**src/utf8_stream_validator_assert.svh**
```systemverilog
// assertion macros for the utf-8 stream validator
`ifndef UTF8_STREAM_VALIDATOR_ASSERT_SVH
`define UTF8_STREAM_VALIDATOR_ASSERT_SVH

`ifndef SYNTHESIS
`define U8SV_ASSERT_SAME(label, clk, rst, ante, cons) \
   label: assert property (@(posedge clk) disable iff (rst) (ante) |-> (cons)) \
      else $error("u8sv assertion failed");
`define U8SV_ASSERT_NEXT(label, clk, rst, ante, cons) \
   label: assert property (@(posedge clk) disable iff (rst) (ante) |=> (cons)) \
      else $error("u8sv assertion failed");
`else
`define U8SV_ASSERT_SAME(label, clk, rst, ante, cons)
`define U8SV_ASSERT_NEXT(label, clk, rst, ante, cons)
`endif

`endif

```
**src/u8sv_pkg.sv**
```systemverilog
// types and constants for the utf-8 stream validator
package u8sv_pkg;

   localparam int ByteWidth  = 8;
   localparam int PointWidth = 21;

   typedef logic [ByteWidth-1:0]  byte_type;
   typedef logic [PointWidth-1:0] point_type;
   typedef logic [1:0]            count_type;

   localparam byte_type  LEAD2_LO = 8'hC2;
   localparam byte_type  LEAD2_HI = 8'hDF;
   localparam byte_type  LEAD3_LO = 8'hE0;
   localparam byte_type  LEAD3_HI = 8'hEF;
   localparam byte_type  LEAD4_LO = 8'hF0;
   localparam byte_type  LEAD4_HI = 8'hF4;
   localparam byte_type  CONT_MASK = 8'hC0;
   localparam byte_type  CONT_TAG  = 8'h80;

   localparam point_type MIN_THREE  = 21'h000800;
   localparam point_type MIN_FOUR   = 21'h010000;
   localparam point_type SURR_LO    = 21'h00D800;
   localparam point_type SURR_HI    = 21'h00DFFF;
   localparam point_type POINT_MAX  = 21'h10FFFF;

   localparam count_type LEN_ONE   = 2'd1;
   localparam count_type LEN_TWO   = 2'd2;
   localparam count_type LEN_THREE = 2'd3;

endpackage

```
**src/utf8_stream_validator.sv**
```systemverilog
// utf-8 stream validator: one byte per beat, verdict per byte
// a req beat is captured in the input register, then in the result register, and shows up as a rsp beat
// throughput: one byte per cycle unless rsp_tready is low, which stalls the input and result registers
// the decode of one byte and the state update happen in one pass between them
// reset: synchronous, active high; clears both stage valids and the string state
`include "utf8_stream_validator_assert.svh"

module utf8_stream_validator (
   input  logic       clock,
   input  logic       reset,
   input  logic       req_tvalid,
   output logic       req_tready,
   input  logic [7:0] req_tdata,   // [7:0] data_byte
   input  logic       req_tlast,   // last_byte
   output logic       rsp_tvalid,
   input  logic       rsp_tready,
   output logic [7:0] rsp_tdata,   // [0] string_valid, [7:1] zero
   output logic       rsp_tlast    // string_end
);
   import u8sv_pkg::*;

   logic      s1_valid_ff, s1_valid_in;
   byte_type  s1_byte_ff;
   logic      s1_last_ff;
   logic      rsp_valid_ff, rsp_valid_in;
   logic      rsp_ok_ff, rsp_ok_in;
   logic      rsp_last_ff;

   count_type pending_ff, pending_in;
   count_type seq_len_ff, seq_len_in;
   point_type point_ff, point_in;
   logic      error_seen_ff, error_seen_in;

   logic      advance;
   logic      s1_fire;
   logic      req_fire;
   point_type cont_point;
   count_type pending_dec;

   assign advance    = !rsp_valid_ff || rsp_tready;
   assign s1_fire    = s1_valid_ff && advance;
   assign req_tready = !s1_valid_ff || advance;
   assign req_fire   = req_tvalid && req_tready;

   assign cont_point  = {point_ff[PointWidth-7:0], s1_byte_ff[5:0]};
   assign pending_dec = pending_ff - LEN_ONE;

   always_comb begin
      pending_in    = pending_ff;
      seq_len_in    = seq_len_ff;
      point_in      = point_ff;
      error_seen_in = error_seen_ff;
      if (!error_seen_ff) begin
         if (pending_ff == '0) begin
            case (s1_byte_ff) inside
               8'h00: begin
                  error_seen_in = 1'b1;
               end
               [8'h01:8'h7F]: begin
               end
               [LEAD2_LO:LEAD2_HI]: begin
                  pending_in = LEN_ONE;
                  seq_len_in = LEN_ONE;
                  point_in   = {16'd0, s1_byte_ff[4:0]};
               end
               [LEAD3_LO:LEAD3_HI]: begin
                  pending_in = LEN_TWO;
                  seq_len_in = LEN_TWO;
                  point_in   = {17'd0, s1_byte_ff[3:0]};
               end
               [LEAD4_LO:LEAD4_HI]: begin
                  pending_in = LEN_THREE;
                  seq_len_in = LEN_THREE;
                  point_in   = {18'd0, s1_byte_ff[2:0]};
               end
               default: begin
                  error_seen_in = 1'b1;
               end
            endcase
         end else if ((s1_byte_ff & CONT_MASK) != CONT_TAG) begin
            error_seen_in = 1'b1;
         end else begin
            point_in   = cont_point;
            pending_in = pending_dec;
            if (pending_dec == '0) begin
               if ((seq_len_ff == LEN_TWO && cont_point < MIN_THREE) ||
                   (seq_len_ff == LEN_THREE && cont_point < MIN_FOUR) ||
                   (cont_point >= SURR_LO && cont_point <= SURR_HI) ||
                   (cont_point > POINT_MAX)) begin
                  error_seen_in = 1'b1;
               end
            end
         end
      end
      if (s1_last_ff && pending_in != '0) begin
         error_seen_in = 1'b1;
      end
      rsp_ok_in = !error_seen_in;
      if (s1_last_ff) begin
         pending_in    = '0;
         seq_len_in    = '0;
         point_in      = '0;
         error_seen_in = 1'b0;
      end
   end

   assign s1_valid_in  = req_fire || (s1_valid_ff && !advance);
   assign rsp_valid_in = s1_fire || (rsp_valid_ff && !rsp_tready);

   always_ff @(posedge clock) begin
      if (reset) begin
         s1_valid_ff   <= 1'b0;
         rsp_valid_ff  <= 1'b0;
         pending_ff    <= '0;
         seq_len_ff    <= '0;
         point_ff      <= '0;
         error_seen_ff <= 1'b0;
      end else begin
         s1_valid_ff  <= s1_valid_in;
         rsp_valid_ff <= rsp_valid_in;
         if (s1_fire) begin
            pending_ff    <= pending_in;
            seq_len_ff    <= seq_len_in;
            point_ff      <= point_in;
            error_seen_ff <= error_seen_in;
         end
      end
   end

   always_ff @(posedge clock) begin
      if (req_fire) begin
         s1_byte_ff <= req_tdata;
         s1_last_ff <= req_tlast;
      end
      if (s1_fire) begin
         rsp_ok_ff   <= rsp_ok_in;
         rsp_last_ff <= s1_last_ff;
      end
   end

   assign rsp_tvalid = rsp_valid_ff;
   assign rsp_tdata  = {7'd0, rsp_ok_ff};
   assign rsp_tlast  = rsp_last_ff;

   `U8SV_ASSERT_NEXT(a_end_clears, clock, reset, s1_fire && s1_last_ff,
      pending_ff == '0 && seq_len_ff == '0 && !error_seen_ff)
   `U8SV_ASSERT_SAME(a_pending_in_seq, clock, reset, pending_ff != '0,
      seq_len_ff != '0 && pending_ff <= seq_len_ff)
   `U8SV_ASSERT_NEXT(a_error_sticky, clock, reset,
      error_seen_ff && !(s1_fire && s1_last_ff), error_seen_ff)
   `U8SV_ASSERT_NEXT(a_verdict_tracks, clock, reset, s1_fire && !s1_last_ff,
      rsp_valid_ff && rsp_ok_ff == !error_seen_ff)

endmodule

```
**config.mk**
```make
export PLATFORM = sky130hd
export DESIGN_NAME = utf8_stream_validator
export DESIGN_NICKNAME = d
export VERILOG_FILES = /design/src/u8sv_pkg.sv /design/src/utf8_stream_validator.sv
export VERILOG_INCLUDE_DIRS = /design/src /design/src/src
export SDC_FILE = /design/constraint.sdc
export NUM_CORES = 1
export LEC_CHECK = 0
export ABC_CLOCK_PERIOD_IN_PS = 2100
export BUFFER_PORTS_ARGS = -buffer_cell sky130_fd_sc_hd__buf_2
export CAP_MARGIN = 40
export CORE_MARGIN = 2
export CORE_UTILIZATION = 50
export CTS_BUF_LIST = sky130_fd_sc_hd__clkbuf_2 sky130_fd_sc_hd__clkbuf_4 sky130_fd_sc_hd__clkbuf_8
export DETAILED_ROUTE_END_ITERATION = 6
export GPL_TIMING_DRIVEN = 0
export PLACE_DENSITY_LB_ADDON = 0.08
export SLEW_MARGIN = 20
export SYNTH_ARGS = -nofsm -noshare
export SYNTH_HDL_FRONTEND = slang
export SYNTH_SLANG_ARGS = --single-unit
```
**constraint.sdc**
```tcl
create_clock -name clock -period 2.1 [get_ports clock]
set_input_delay 0.525 -clock clock [delete_from_list [all_inputs] [get_ports clock]]
set_output_delay 0.525 -clock clock [all_outputs]
set_load 0.02 [all_outputs]
```
==> results.toml <==
[route]
viasPerCell = 5.64
drc = 0
vias = 1195
ant_nets = 0
post_drt_wl_per_cell_um = 13.8
drt-total-wl_mm = 2.93
drtIter0Drc = 29
drt_first_pass_iters = 5

[clock_network]
cts_tree = "built"
clock-sinks = 33
cts_buffers = 5
cts_hold_buf = 0
clk_pin_slew_worst_paths_ps = 100
insertion_delay_ps = 340
htree_num_levels = 2
clk_path_buf_depth = 2
cts_root_buf = "clkbuf_4"

[worst_setup_path]
r2r_end = "point_ff[6]$_SDFFE_PP0P_"
r2r_slack_ps = 90
worstPathArrival_ps = 2290
r2r_start = "pending_ff[1]$_SDFFE_PP0P_"
reg2regPathDepth = 9
cp_max_fo = 10
crit_path_end_kind = "register"
crit_path_start_kind = "register"
crit_type = "reg -> reg"
required_ps = 2380

[timing]
rsz0062_at_grt = "no"
fin_crit_ps = 2010
tightest_slew_ps = 527
max_freq_mhz = 497
finClkSkew_ps = 14.8
setup_violations = 0
min_period_over_period_pct = 95.8
drv_slew = 0
setup_ws_ps = 87.5
hold_viol = 0
relSlewSlack_pct = 64.6

[synthesis]
ys_types = 41
ys_seq_area_share_pct = 50.7
synth_top_area_share_pct = 29.0
synthTopCellsByArea = "dfxtp_1, edfxtp_1, a22o_1"
netlist_area_um2 = 1520
yosysWarningCount = 0
synthCells = 149
ys_seq_elements = 33
yosys.area.top_type = "dfxtp_1"
avgSynthCellArea_um2 = 10.2

[global_route]
grt_pass1_wl_mm = 4.82
grt_pass1_vias = 1106
gr-total-overflow = 0
track_usage_pct = 19.0
antenna_found_initial = 0
grt_max_degree = 11

[die]
die_h_um = 59.1
ios = 24
die-area_um2 = 3490
die_w_um = 59.1
core-area_um2 = 2830
row_count = 19
initial_core_util_pct = 53.7

[min_path]
hold_path.class = "in -> reg"
holdPathStages = 1
worst_hold_startpoint = "req_tdata[1]"
min_to = "s1_byte_ff[1]$_DFFE_PP_"

[status]
outcome = "finished clean"

[power_and_ir_drop]
p_leak_uw = 0.000714
vdd_drop_max_mv = 0.601
power_density_nw_per_um2 = 732

[layout]
finalNetCount = 195
drive_gt1_share_pct = 26.0
n_antenna_cell = 0
final_cell_mix = "nor2_1, dfxtp_1, buf_2"
fin_util_pct = 63.9
final_cell_area_um2 = 1810
nFillCells = 240
areaGrowthSynthToFinish_pct = 19.0

[placed_design]
hpwl_mm = 2.16
io_buffers = 16
pre_cts_ws_ps = -175
place_congestion = 0.874
dpl-instance-area_um2 = 1660

[flow_run]
cap_violations = 0
==> cell families after synthesis <==
kind of cell | synth area share (%)
AND/OR/NAND/NOR | 19.0
adder cells (fa/ha/maj) | 1.65
AO/OA/AOI/OAI | 19.6
buffers and inverters | 6.18
XOR/XNOR | 0.577
flip-flops | 50.7
other | 0.247
multiplexers | 1.98
==> flip-flops by register name, indices dropped and copies added (netlist names), 2 cells and up <==
| signal | cells |
|---|---|
| point_ff | 15 |
| s1_byte_ff | 8 |
| pending_ff | 2 |
| seq_len_ff | 2 |
==> per-stage QoR <==
stage               setup TNS (ps)  instances  total power, uW  hold slack (ps)
floorplan                        0        155              793              431
global placement             -1530        202              822              451
detailed placement           -1660        202              826              451
CTS                              0        212             1330              351
global route                     0        212             1380              335
finish                           0        212             1320              365
==> area by class of cell <==
cell class                      count  area, um^2  area share [%]
Clock inverter                      1        30.0            1.66
Sequential cell                    33         773            42.8
Buffer                             12        85.1            4.71
Clock buffer                        7        58.8            3.25
Inverter                            4        15.0           0.830
Multi-Input combinational cell    106         699            38.7
Timing Repair Buffer               18         108            5.95
Tap cell                           31        38.8            2.15
==> power breakdown <==
part | leakage [uW] | internal (uW) | total (uW) | switching (uW)
registers | 0.000285 | 679 | 697 | 18.0
clock network | 0.0000489 | 297 | 505 | 208
logic | 0.000380 | 50.8 | 121 | 70.6
total | 0.000714 | 1030 | 1320 | 297
==> critical path, stage by stage (launching register included) <==
cell and delay (ps):
dfxtp_2 360, inv_1 80, ha_1 160, buf_6 140, nand2_1 70, or3_4 360, o31ai_4 250, nor3b_4 260
buf_12 150, a22o_1 140
==> per-layer routing <==
layer  track usage (%)  vias up  wire, um
li1                  -      587         -
met2              31.4       35      1440
met1              22.7      568      1300
met4              7.47        0        43
met3              6.55        5       154
met5                 0        -         0
==> cell usage after synthesis, drive strengths merged <==
master / count
inv: 4
nand3b: 1
nand2b: 4
nor4bb: 1
a31oi: 1
xnor2: 1
mux2i: 3
nor3b: 3
edfxtp: 11
conb: 1
nor3: 2
ha: 2
a21oi: 5
nor4: 2
buf: 11
dfxtp: 22
o21ai: 8
a22o: 10
clkbuf: 1
nand2: 9
nor2b: 3
a32oi: 1
and2: 2
and2b: 1
nor2: 20
o2111ai: 1
o31ai: 3
or4: 2
o22ai: 1
o21a: 3
or3: 2
o211ai: 1
nand3: 1
a22oi: 6
==> worst max-delay path by stage <==
stage                          endpoint  cells past startpoint                        from  slack, ps
2_1_floorplan  point_ff[5]$_SDFFE_PP0P_                      6                  rsp_tready        120
3_3_place_gp   point_ff[7]$_SDFFE_PP0P_                      7                  rsp_tready       -160
3_5_place_dp   point_ff[6]$_SDFFE_PP0P_                      7                  rsp_tready       -170
4_1_cts        point_ff[6]$_SDFFE_PP0P_                      7     s1_byte_ff[4]$_DFFE_PP_         20
5_1_grt             rsp_ok_ff$_DFFE_PP_                      6     s1_byte_ff[1]$_DFFE_PP_          4
6_report       point_ff[6]$_SDFFE_PP0P_                      9  pending_ff[1]$_SDFFE_PP0P_         90
==> timing repair <==
item	4_1_cts	5_1_grt
pin swaps	1	0
setup buffers	2	0
gates cloned	0	0
gates resized for setup	1	7
setup endpoints to repair	10	14
Note: power is estimated with default switching activity, not from simulation.
